==> src/sha256sh_pkg.sv <==
// Package for the SHA-256 stream hasher: word types, sequencer states,
// round constants, initial hash values and the SHA-256 mixing functions.
// No dependencies.
`timescale 1ns / 1ps

package sha256sh_pkg;

  // Input word: four message bytes, byte count and end-of-message flag
  typedef struct packed {
    logic [31:0] data_word;
    logic [2:0]  valid_bytes;
    logic        last_word;
  } in_word_t;

  // Output word: the 256-bit digest in four 64-bit parts
  typedef struct packed {
    logic [63:0] digest_part0;
    logic [63:0] digest_part1;
    logic [63:0] digest_part2;
    logic [63:0] digest_part3;
  } out_word_t;

  // Eight 32-bit hash words, word 0 in the top bits
  typedef logic [0:7][31:0]  hash_t;
  // Sixteen-word schedule window, word 0 is the one used this round
  typedef logic [0:15][31:0] sched_t;

  // Control from the sequencer to the compression unit
  typedef struct packed {
    logic        push;   // shift one word into the block buffer
    logic [31:0] word;
    logic        start;  // block buffer full: run 64 rounds
    logic        init;   // return the chaining state to its initial value
  } cmp_ctrl_t;

  typedef enum logic [1:0] {
    S_IDLE,
    S_COMP,
    S_PAD,
    S_OUT
  } state_e;

  typedef enum logic [2:0] {
    PAD_NONE,
    PAD_MARK,
    PAD_FILL,
    PAD_LEN_LO,
    PAD_FINISH
  } pad_e;

  localparam logic [31:0] PAD_MARK_WORD = 32'h8000_0000;
  localparam logic [3:0]  FILL_LAST     = 4'd15;
  localparam logic [3:0]  FILL_LEN_HI   = 4'd14;
  localparam logic [2:0]  BYTES_FULL    = 3'd4;
  localparam logic [5:0]  ROUND_LAST    = 6'd63;

  localparam hash_t INIT_HASH = {
    32'h6a09e667, 32'hbb67ae85, 32'h3c6ef372, 32'ha54ff53a,
    32'h510e527f, 32'h9b05688c, 32'h1f83d9ab, 32'h5be0cd19
  };

  localparam logic [31:0] ROUND_K [64] = '{
    32'h428a2f98, 32'h71374491, 32'hb5c0fbcf, 32'he9b5dba5,
    32'h3956c25b, 32'h59f111f1, 32'h923f82a4, 32'hab1c5ed5,
    32'hd807aa98, 32'h12835b01, 32'h243185be, 32'h550c7dc3,
    32'h72be5d74, 32'h80deb1fe, 32'h9bdc06a7, 32'hc19bf174,
    32'he49b69c1, 32'hefbe4786, 32'h0fc19dc6, 32'h240ca1cc,
    32'h2de92c6f, 32'h4a7484aa, 32'h5cb0a9dc, 32'h76f988da,
    32'h983e5152, 32'ha831c66d, 32'hb00327c8, 32'hbf597fc7,
    32'hc6e00bf3, 32'hd5a79147, 32'h06ca6351, 32'h14292967,
    32'h27b70a85, 32'h2e1b2138, 32'h4d2c6dfc, 32'h53380d13,
    32'h650a7354, 32'h766a0abb, 32'h81c2c92e, 32'h92722c85,
    32'ha2bfe8a1, 32'ha81a664b, 32'hc24b8b70, 32'hc76c51a3,
    32'hd192e819, 32'hd6990624, 32'hf40e3585, 32'h106aa070,
    32'h19a4c116, 32'h1e376c08, 32'h2748774c, 32'h34b0bcb5,
    32'h391c0cb3, 32'h4ed8aa4a, 32'h5b9cca4f, 32'h682e6ff3,
    32'h748f82ee, 32'h78a5636f, 32'h84c87814, 32'h8cc70208,
    32'h90befffa, 32'ha4506ceb, 32'hbef9a3f7, 32'hc67178f2
  };

  function automatic logic [31:0] big_sigma0(input logic [31:0] x);
    return {x[1:0], x[31:2]} ^ {x[12:0], x[31:13]} ^ {x[21:0], x[31:22]};
  endfunction

  function automatic logic [31:0] big_sigma1(input logic [31:0] x);
    return {x[5:0], x[31:6]} ^ {x[10:0], x[31:11]} ^ {x[24:0], x[31:25]};
  endfunction

  function automatic logic [31:0] small_sigma0(input logic [31:0] x);
    return {x[6:0], x[31:7]} ^ {x[17:0], x[31:18]} ^ {3'b000, x[31:3]};
  endfunction

  function automatic logic [31:0] small_sigma1(input logic [31:0] x);
    return {x[16:0], x[31:17]} ^ {x[18:0], x[31:19]} ^ {10'd0, x[31:10]};
  endfunction

endpackage

==> src/sha256sh_compress.sv <==
// Iterative SHA-256 compression unit: one round per cycle through a single
// round datapath, block buffer as a 16-word shift window, chaining state.
// Depends on sha256sh_pkg.
`timescale 1ns / 1ps

module sha256sh_compress (
  input  logic                   clk_i,
  input  logic                   rst_ni,
  input  sha256sh_pkg::cmp_ctrl_t ctrl_i,
  output logic                   done_o,
  output sha256sh_pkg::hash_t    chain_o
);

  sha256sh_pkg::hash_t  chain_q, chain_d;
  sha256sh_pkg::hash_t  vars_q, vars_d;
  sha256sh_pkg::sched_t sched_q, sched_d;
  logic [5:0]           round_q, round_d;
  logic                 busy_q, busy_d;
  logic                 fin_q, fin_d;

  logic [31:0] t1, t2, w_next;

  // Round datapath and next schedule word
  always_comb begin
    t1 = vars_q[7] + sha256sh_pkg::big_sigma1(vars_q[4])
       + ((vars_q[4] & vars_q[5]) ^ (~vars_q[4] & vars_q[6]))
       + sha256sh_pkg::ROUND_K[round_q] + sched_q[0];
    t2 = sha256sh_pkg::big_sigma0(vars_q[0])
       + ((vars_q[0] & vars_q[1]) ^ (vars_q[0] & vars_q[2]) ^ (vars_q[1] & vars_q[2]));
    w_next = sha256sh_pkg::small_sigma1(sched_q[14]) + sched_q[9]
           + sha256sh_pkg::small_sigma0(sched_q[1]) + sched_q[0];
  end

  // Next state of the unit
  always_comb begin
    chain_d = chain_q;
    vars_d  = vars_q;
    sched_d = sched_q;
    round_d = round_q;
    busy_d  = busy_q;
    fin_d   = 1'b0;
    if (ctrl_i.push) begin
      sched_d = {sched_q[1:15], ctrl_i.word};
    end
    if (ctrl_i.start) begin
      vars_d  = chain_q;
      round_d = '0;
      busy_d  = 1'b1;
    end else if (busy_q) begin
      vars_d  = {t1 + t2, vars_q[0], vars_q[1], vars_q[2],
                 vars_q[3] + t1, vars_q[4], vars_q[5], vars_q[6]};
      sched_d = {sched_q[1:15], w_next};
      round_d = round_q + 6'd1;
      if (round_q == sha256sh_pkg::ROUND_LAST) begin
        busy_d = 1'b0;
        fin_d  = 1'b1;
      end
    end
    // fold the working variables into the chaining state
    if (fin_q) begin
      for (int i = 0; i < 8; i++) begin
        chain_d[i] = chain_q[i] + vars_q[i];
      end
    end
    if (ctrl_i.init) begin
      chain_d = sha256sh_pkg::INIT_HASH;
    end
  end

  always_ff @(posedge clk_i or negedge rst_ni) begin
    if (!rst_ni) begin
      chain_q <= sha256sh_pkg::INIT_HASH;
      round_q <= '0;
      busy_q  <= 1'b0;
      fin_q   <= 1'b0;
    end else begin
      chain_q <= chain_d;
      round_q <= round_d;
      busy_q  <= busy_d;
      fin_q   <= fin_d;
    end
  end

  // Working variables and schedule window carry no reset
  always_ff @(posedge clk_i) begin
    vars_q  <= vars_d;
    sched_q <= sched_d;
  end

  assign done_o  = fin_q;
  assign chain_o = chain_q;

endmodule

==> src/sha256_stream_hasher.sv <==
// Top level of the SHA-256 stream hasher: word sequencer, hardware padding,
// bit-length counter and digest output register.
// Depends on sha256sh_pkg and sha256sh_compress.
//
// Usage: message words enter on the in channel (in_valid_i / in_stall_o),
// big-endian, first byte in bits 31..24. last_word marks the final word and
// valid_bytes (0..4, larger values taken as 4) says how many of its leading
// bytes belong to the message. The digest leaves on the out channel
// (out_valid_o / out_stall_i) as four 64-bit parts, one word per message.
// A word that does not complete a block is taken without stalling the input.
// The word that fills a 16-word block stalls the input while the 64 rounds
// run through the single shared round unit and the result is folded into
// the chaining state. After the final word the pad words enter one per cycle
// while no block is being compressed, one or two further blocks are
// compressed, and the digest is loaded into the output register after the
// last fold once that register is free. A digest that the
// receiver stalls is held; the block still takes the next message, and only
// the end of that message waits for the register to drain.
// Reset restores the initial hash values and clears length and fill.
`timescale 1ns / 1ps

module sha256_stream_hasher (
  input  logic                    clk_i,
  input  logic                    rst_ni,
  input  logic                    in_valid_i,
  output logic                    in_stall_o,
  input  sha256sh_pkg::in_word_t  in_word_i,
  output logic                    out_valid_o,
  input  logic                    out_stall_i,
  output sha256sh_pkg::out_word_t out_word_o
);

  sha256sh_pkg::state_e    state_q, state_d;
  sha256sh_pkg::pad_e      pad_q, pad_d;
  logic [3:0]              fill_q, fill_d;
  logic [63:0]             len_q, len_d;
  logic                    out_valid_q, out_valid_d;
  sha256sh_pkg::out_word_t out_word_q;

  sha256sh_pkg::cmp_ctrl_t ctrl;
  sha256sh_pkg::hash_t     chain;
  logic                    cmp_done;
  logic                    in_take;
  logic                    out_load;
  logic                    wrap;
  logic [2:0]              nbytes;
  logic [31:0]             last_padded;

  assign in_take = in_valid_i && (state_q == sha256sh_pkg::S_IDLE);
  // a push into the last slot completes the block
  assign wrap    = (in_take || (state_q == sha256sh_pkg::S_PAD)) &&
                   (fill_q == sha256sh_pkg::FILL_LAST);

  // Final word: clip the byte count, clear unused bytes, place the pad byte
  always_comb begin
    nbytes = (in_word_i.valid_bytes > sha256sh_pkg::BYTES_FULL) ?
             sha256sh_pkg::BYTES_FULL : in_word_i.valid_bytes;
    case (nbytes)
      3'd0:    last_padded = sha256sh_pkg::PAD_MARK_WORD;
      3'd1:    last_padded = {in_word_i.data_word[31:24], 24'h80_0000};
      3'd2:    last_padded = {in_word_i.data_word[31:16], 16'h8000};
      3'd3:    last_padded = {in_word_i.data_word[31:8], 8'h80};
      default: last_padded = in_word_i.data_word;
    endcase
  end

  // Sequencer outputs
  always_comb begin
    in_stall_o = (state_q != sha256sh_pkg::S_IDLE);
    ctrl.push  = 1'b0;
    ctrl.word  = in_word_i.data_word;
    out_load   = 1'b0;
    case (state_q)
      sha256sh_pkg::S_IDLE: begin
        ctrl.push = in_take;
        if (in_word_i.last_word) begin
          ctrl.word = last_padded;
        end
      end
      sha256sh_pkg::S_PAD: begin
        ctrl.push = 1'b1;
        case (pad_q)
          sha256sh_pkg::PAD_MARK: ctrl.word = sha256sh_pkg::PAD_MARK_WORD;
          sha256sh_pkg::PAD_FILL: begin
            ctrl.word = (fill_q == sha256sh_pkg::FILL_LEN_HI) ? len_q[63:32] : 32'd0;
          end
          sha256sh_pkg::PAD_LEN_LO: ctrl.word = len_q[31:0];
          default: ctrl.word = 32'd0;
        endcase
      end
      sha256sh_pkg::S_OUT: out_load = !out_valid_q || !out_stall_i;
      default: ;
    endcase
    ctrl.start = wrap;
    ctrl.init  = out_load;
  end

  // Sequencer next state and padding phase
  always_comb begin
    state_d = state_q;
    pad_d   = pad_q;
    case (state_q)
      sha256sh_pkg::S_IDLE: begin
        if (in_take) begin
          if (in_word_i.last_word) begin
            pad_d = (nbytes == sha256sh_pkg::BYTES_FULL) ?
                    sha256sh_pkg::PAD_MARK : sha256sh_pkg::PAD_FILL;
          end
          if (wrap) begin
            state_d = sha256sh_pkg::S_COMP;
          end else if (in_word_i.last_word) begin
            state_d = sha256sh_pkg::S_PAD;
          end
        end
      end
      sha256sh_pkg::S_PAD: begin
        case (pad_q)
          sha256sh_pkg::PAD_MARK: pad_d = sha256sh_pkg::PAD_FILL;
          sha256sh_pkg::PAD_FILL: begin
            if (fill_q == sha256sh_pkg::FILL_LEN_HI) begin
              pad_d = sha256sh_pkg::PAD_LEN_LO;
            end
          end
          sha256sh_pkg::PAD_LEN_LO: pad_d = sha256sh_pkg::PAD_FINISH;
          default: pad_d = pad_q;
        endcase
        if (wrap) begin
          state_d = sha256sh_pkg::S_COMP;
        end
      end
      sha256sh_pkg::S_COMP: begin
        if (cmp_done) begin
          case (pad_q)
            sha256sh_pkg::PAD_NONE:   state_d = sha256sh_pkg::S_IDLE;
            sha256sh_pkg::PAD_FINISH: state_d = sha256sh_pkg::S_OUT;
            default:                  state_d = sha256sh_pkg::S_PAD;
          endcase
        end
      end
      sha256sh_pkg::S_OUT: begin
        if (out_load) begin
          state_d = sha256sh_pkg::S_IDLE;
          pad_d   = sha256sh_pkg::PAD_NONE;
        end
      end
      default: state_d = sha256sh_pkg::S_IDLE;
    endcase
  end

  // Fill count, bit length and output valid
  always_comb begin
    fill_d      = ctrl.push ? fill_q + 4'd1 : fill_q;
    len_d       = len_q;
    out_valid_d = out_valid_q;
    if (in_take) begin
      len_d = len_q + (in_word_i.last_word ? {58'd0, nbytes, 3'b000} : 64'd32);
    end
    if (out_load) begin
      len_d       = '0;
      out_valid_d = 1'b1;
    end else if (out_valid_q && !out_stall_i) begin
      out_valid_d = 1'b0;
    end
  end

  always_ff @(posedge clk_i or negedge rst_ni) begin
    if (!rst_ni) begin
      state_q     <= sha256sh_pkg::S_IDLE;
      pad_q       <= sha256sh_pkg::PAD_NONE;
      fill_q      <= '0;
      len_q       <= '0;
      out_valid_q <= 1'b0;
    end else begin
      state_q     <= state_d;
      pad_q       <= pad_d;
      fill_q      <= fill_d;
      len_q       <= len_d;
      out_valid_q <= out_valid_d;
    end
  end

  // Digest register
  always_ff @(posedge clk_i) begin
    if (out_load) begin
      out_word_q <= chain;
    end
  end

  sha256sh_compress u_compress (
    .clk_i   (clk_i),
    .rst_ni  (rst_ni),
    .ctrl_i  (ctrl),
    .done_o  (cmp_done),
    .chain_o (chain)
  );

  assign out_valid_o = out_valid_q;
  assign out_word_o  = out_word_q;

endmodule

==> config.mk <==
export PLATFORM = sky130hd
export DESIGN_NAME = sha256_stream_hasher
export DESIGN_NICKNAME = d
export VERILOG_FILES = /design/src/sha256sh_pkg.sv /design/src/sha256sh_compress.sv /design/src/sha256_stream_hasher.sv
export SDC_FILE = /design/constraint.sdc
export NUM_CORES = 2
export LEC_CHECK = 0
export BUFFER_PORTS_ARGS = -buffer_cell sky130_fd_sc_hd__buf_2
export CORE_MARGIN = 2
export CORE_UTILIZATION = 47
export CTS_BUF_LIST = sky130_fd_sc_hd__clkbuf_4 sky130_fd_sc_hd__clkbuf_8 sky130_fd_sc_hd__clkbuf_16
export CTS_CLUSTER_DIAMETER = 60
export CTS_CLUSTER_SIZE = 16
export DETAILED_ROUTE_END_ITERATION = 16
export SETUP_SLACK_MARGIN = 0.4
export SYNTH_ARGS = -nofsm -noshare
export SYNTH_HDL_FRONTEND = slang
export SYNTH_HIERARCHICAL = 1
export SYNTH_SLANG_ARGS = --single-unit
==> constraint.sdc <==
create_clock -name clk_i -period 13.2 [get_ports clk_i]
set_clock_uncertainty 0.2 [all_clocks]
set_input_delay 0.66 -clock clk_i [delete_from_list [all_inputs] [get_ports clk_i]]
set_output_delay 0.66 -clock clk_i [all_outputs]
set_load 0.1 [all_outputs]
# After elaboration in Yosys (flattened, before gate mapping)
# Memory sizes are Yosys's and may differ from the RTL's.
# Index checks and enable logic that the tools add are counted.
[op_classes]
add_sub_neg = 21
mux = 44
n_lt_le_gt_ge = 2
bitwise = 18
reduce_logical = 18
eq_ne = 22
[ops]
columns = ["cell", "n"]
rows = [
  ["512-bit 2-to-1 mux", 3],
  ["256-bit 2-to-1 mux", 4],
  ["32-bit adder", 18],
  ["32-bit XOR", 9],
  ["32-bit bitwise AND", 5],
  ["32-bit 2-to-1 mux", 4],
  ["64-bit 2-to-1 mux", 2],
  ["32-bit one-hot mux with 4 select lines", 1],
  ["32-bit one-hot mux with 3 select lines", 1],
  ["33-bit one-hot mux with 2 select lines", 1],
  ["64-bit by 6-bit adder with 64-bit output", 1],
  ["32-bit NOT", 1],
  ["32-bit by 22-bit XOR with 32-bit output", 1],
  ["32-bit by 29-bit XOR with 32-bit output", 1],
  ["6-bit 2-to-1 mux", 3],
  ["3-bit one-hot mux with 3 select lines", 2],
  ["3-bit 2-to-1 mux", 5],
  ["2-bit 2-to-1 mux", 7],
  ["3-bit by 2-bit == test with 1-bit output (second input constant)", 4],
  ["2-bit nonzero test", 5],
  ["1-bit 2-to-1 mux", 9],
  ["4-bit == test (second input constant)", 2],
  ["2-bit inequality test (second input constant)", 4],
  ["2-bit one-hot mux with 4 select lines", 1],
  ["other kinds (22)", 31],
]
[totals]
romBits = 2048
mem_count = 1
output_inout_bits = 258
regBits = 1362
inputBits = 40
wordCells = 170
[memory_table]
columns = ["memory", "depth", "width", "read_ports", "rd_clocked_by_memory_dff", "write_ports", "line", "source"]
rows = [
  ["(name not given)", 64, 32, 1, 0, 0, "sha256sh_compress.sv:27", "+ sha256sh_pkg::ROUND_K[round_q] + sched_q[0];"],
]

# Logic depth before layout (Yosys ltp)
[logic_depth]
word_depth = 9
mapped_depth = 38
mapped_depth_nobuf = 35

# Modules after synthesis
# The synthesis kept the hierarchy.
[modules_own_cells]
columns = ["module", "seq_area_each_um2", "instances", "area_each_um2", "cells_each"]
rows = [
  ["sha256sh_compress", 24713.7, 1, 64800.9, 6365],
  ["sha256_stream_hasher", 9464.1, 1, 12310.6, 807],
]

# Worst setup path after synthesis
# OpenSTA, ideal clock, no wires.
[synth_path]
kind = "reg2reg"
from = "register out_valid_q (netlist: out_valid_o)"
to = "register u_compress.chain_q (netlist bit u_compress/chain_o[221])"
t_required_ns = 12.927
path_slack_ns = 2.576
arrival_ns = 10.351
synth_period_minus_slack_ns = 10.624
path_stages_with_launch = 9
cell_sequence = "dfrtp_1 and2_1 nor2_1 clkbuf_1 inv_1 nand2_1 clkbuf_1 nor2_1 a21oi_1"
[synth_lines]
columns = ["item", "line", "source"]
rows = [
  ["start: declaration", "sha256_stream_hasher.sv:37", "logic out_valid_q, out_valid_d;"],
  ["start signal: assignment", "sha256_stream_hasher.sv:178", "out_valid_q <= out_valid_d;"],
  ["end signal: assignment", "sha256sh_compress.sv:72", "chain_q <= sha256sh_pkg::INIT_HASH;"],
  ["end signal: assignment", "sha256sh_compress.sv:77", "chain_q <= chain_d;"],
  ["end: declaration", "sha256sh_compress.sv:14", "sha256sh_pkg::hash_t chain_q, chain_d;"],
]

==> metrics.md <==
| Metric | Value |
|---|---|
| Most frequent cells after synthesis | mux2_2, nand2_1, dfxtp_1, edfxtp_1, a21oi_1 |
| Ys flop type | edfxtp_1 |
| Synth area leader | edfxtp_1 |
| Crit. End Element | register |
| Layout fillers | 14525 |
| Post-Route WL | 252000 um |
| Area growth, synth to finish | 10.5% |
| Crit path launch type | register |
| CTS buffer count | roughly 130 |
| Final Non-Filler Cells | 9611 |
| Setup Viol. Count Final | 0 |
| Hold path startpoint | in_valid_i |
| Clk sinks | 1359 |
| Cell internal pwr | 6.53 mW |
| Sw Ratio | 21.9% |
| Max-cap violations | 0 |
| Combinational Power Share | less than 1% |
| Req. time, crit path | 13.65 ns |
| Final Hold Fails | 0 |
| Count leader, synth | mux2_2 |
| Io pins | 298 |
| Vias in the first global route | 53477 |
| Status | complete, no violations |
| Cell Area, Synth | approximately 77000 um^2 |
| Final Max Slew Viols | 0 |
| Crit share post-route | 76.4% |
| Placed inst area | 80600 um^2 |
| CTS clk-pin slew, worst paths | 0.06 ns |
| Hold slack | about 0.072 ns |
| Syn_area_per_cell | 10.8 um^2 |
| Core Rows | ~150 |
| Via count | 57084 |
| Grt ovf | 0 |
| RSZ-0062 raised after global routing | false |
| R2R Setup Slk | 3.12 ns |
| Pwr Total | 8.36 mW |
| Final Wtd Congestion | between 0.9 and 1 |
| Critical path startpoint | u_compress/round_q[0] |
| Leakage | between 30 and 40 nW |
| Largest net degree at the start of global routing | a little under 200 |
| Critical R2R Launch | u_compress/round_q[0] |
| Hold buffer count at CTS | 2 |
| Die Span X | 409 um |
| Number of enable flip-flop cells after synthesis | 512 |
| Root buffer cell | clkbuf_16 |
| Core area | 163000 um^2 |
| Fraction of layout cells with a size suffix above 1 | 19.4% |
| Die footprint | around 170000 um^2 |
| Worst endpoint data arrival time | 10.54 ns |
| Relative slew slack | 14.1% |
| Setup TNS | 0 ns |
| Mapped Cells | 7172 |
| Ys Warns | 6 |
| First-pass GRT wire length | 365000 um |
| DRT Pass-1 Iters | 6 |
| H-tree depth | 4 |
| Resize count post-CTS | 0 |
| Worst slew pin tran | 1.28 ns |
| Fin area | 85200 um^2 |
| Fin crit period | 10.08 ns |
| Via density | 5.94 |
| Synth area leaders | edfxtp_1, dfxtp_1, mux2_2 |
| FF+latch area | 34200 um^2 |
| Synth cell types | 100 |
| NetSw | 1.83 mW |
| Peak VDD IR | 135 uV |
| Seq pwr share | between 50% and 60% |
| CTS Buffer Depth | 3 |
| Fmax achieved | 99.2 MHz |
| DRC Markers | 0 |
| Post-Place Cells | 9378 |
| Cell Pwr Density | 98.1 nW/um^2 |
| Skew-Pair Late Insertion Delay | 0.81 ns |
| Height of the die | a little over 400 um |
| Clock Power Share | 47.7% |
| Hold WC Path Type | in -> reg |
| Tot GR Track Use | 29.5% |
| Placed wire-length estimate | 191000 um |
| Seq/Total Area, Yosys | 44.3% |
| Post-CTS Setup Inserts | 0 |
| Synth Net Count | 7812 |
| Top-area cell type share of the netlist area | between 10% and 20% |
| Max FO, Critical Path | 19 |
| Worst setup path class | reg -> reg |
| Initial core utilization | between 40% and 50% |
| Multi-input logic area | about 40000 um^2 |
| Initial antenna violation count | 10 |
| Post-route ant nets | 0 |
| FFs w/ async S/R, synth | 24.7% |
| Avg WL per Cell | 26.2 um |
| Number of buffers added on ports | 297 |
| Nets | 7979 |
| Synthesis-stage register bit count | between 1000 and 1500 |
| CTS tree | done |
| Initial DRC count | 5905 |
worst max-delay path, stage by stage, from the launching register on:
cell and delay [ns]:
dfrtp_1 0.85, inv_1 0.39, ha_1 0.79, inv_1 0.38, nor2_1 0.46, nor2_1 0.12, a221oi_1 0.25, o21ai_0 0.20
fa_1 0.63, inv_1 0.05, ha_1 0.23, or4_1 0.51, a2111o_1 0.43, nor3b_1 0.19, a31o_1 0.27, a21o_1 0.21
a21oi_1 0.24, nor2_1 0.10, a211oi_1 1.05, fa_1 0.57, ha_1 0.34, a21oi_1 0.20, o21ai_0 0.12, a41o_1 0.25
o21ai_1 0.18, a21boi_1 0.13, or4_1 0.47, nand3_1 0.11
cell usage in the layout, fill, tap and decap left out, types with 16 or more instances in the layout:
master / count
dfrtp_1: 194
nor2_1: 425
nand4_1: 53
clkbuf_16: 139
a31oi_1: 49
dfxtp_1: 512
nand3_1: 84
inv_1: 353
o21bai_1: 40
and2_1: 22
xnor2_1: 365
xor2_1: 217
nand2_1: 529
maj3_1: 21
a211o_1: 16
and3_1: 38
fa_1: 197
ha_1: 403
dfstp_2: 136
mux2i_1: 113
o21ai_1: 102
o21ai_0: 410
a21oi_1: 438
or3_1: 46
edfxtp_1: 512
nor2b_1: 60
o22ai_1: 20
nor3_1: 57
or4_1: 29
mux2_2: 674
o211ai_1: 27
nand2b_1: 47
clkbuf_4: 17
o21a_1: 74
buf_2: 296
a211oi_1: 62
a22oi_1: 36
o31ai_1: 48
buf_4: 54
a21o_1: 168
cell families (layout without fill, tap and decap cells):
group | after synthesis | after routing | synth area share (%)
muxes | 798 | 798 | 11.6
AOI/OAI and AO/OA | 1669 | 1669 | 13.5
buffers and inverters | 681 | 943 | 3.33
DFF | 1359 | 1359 | 44.3
xor gates and xnor gates | 582 | 582 | 6.61
adders and majority gates | 621 | 621 | 11.9
other | 0 | 2 | 0
and+or+nand+nor | 1462 | 1462 | 8.77
state kept, by name, summed over array words and instances (netlist names):
| register | count |
|---|---|
| pad_q | 3 |
| u_compress/sched_q | 512 |
| u_compress/done_o | 1 |
| state_q | 2 |
| u_compress/chain_o | 256 |
| out_valid_o | 1 |
| len_q | 61 |
| u_compress/vars_q | 256 |
| u_compress/round_q | 6 |
| out_word_o | 256 |
| u_compress/busy_q | 1 |
| fill_q | 4 |
cell type report:
cell class	instances	area share [%]
multi-input cells	5132	47.4
flip-flops and latches	1359	40.1
clock buffers	162	4.33
well taps	2175	3.19
repair buffers	356	2.33
inverters	358	1.58
clock inverters	67	0.988
diodes	2	0.00587
path summary, 6_finish.rpt:
kind                                      endpoint  cells past startpoint
setup / recovery            u_compress/vars_q[253]                     27
hold / removal                            len_q[4]                      5
setup reg to reg            u_compress/vars_q[253]                     27
hold reg to reg            u_compress/sched_q[232]                      2
max in group asynchronous                len_q[13]                      5
min in group asynchronous   u_compress/chain_o[74]                      2
layer usage:
layer	wire [um]	vias to the layer above	GRT usage [%]	share of wire, %
li1	-	26068	-	-
met1	114000	28384	42.8	45
met2	110000	2210	44.0	43
met3	18300	422	4.90	7.3
met4	10200	0	11.1	4.0
met5	0	-	0	0
metrics by stage:
step	utilization [%]	worst slack, ns
2_1_floorplan	-	2.58
3_3_place_gp	49.5	3.51
3_5_place_dp	49.5	3.45
4_1_cts	52.3	3.39
5_1_grt	52.3	2.76
6_report	52.3	3.12
power by group through the flow:
stage	combinational (mW)	clock, mW	sequential, mW
6_report	0.0438	3.99	4.33
5_1_grt	0.0493	4.22	4.33
4_1_cts	0.0452	4.08	4.33
3_5_place_dp	0.0446	0	4.42
3_3_place_gp	0.0446	0	4.42
2_1_floorplan	0.00622	0	4.42
(Power assumes the default switching activity.)
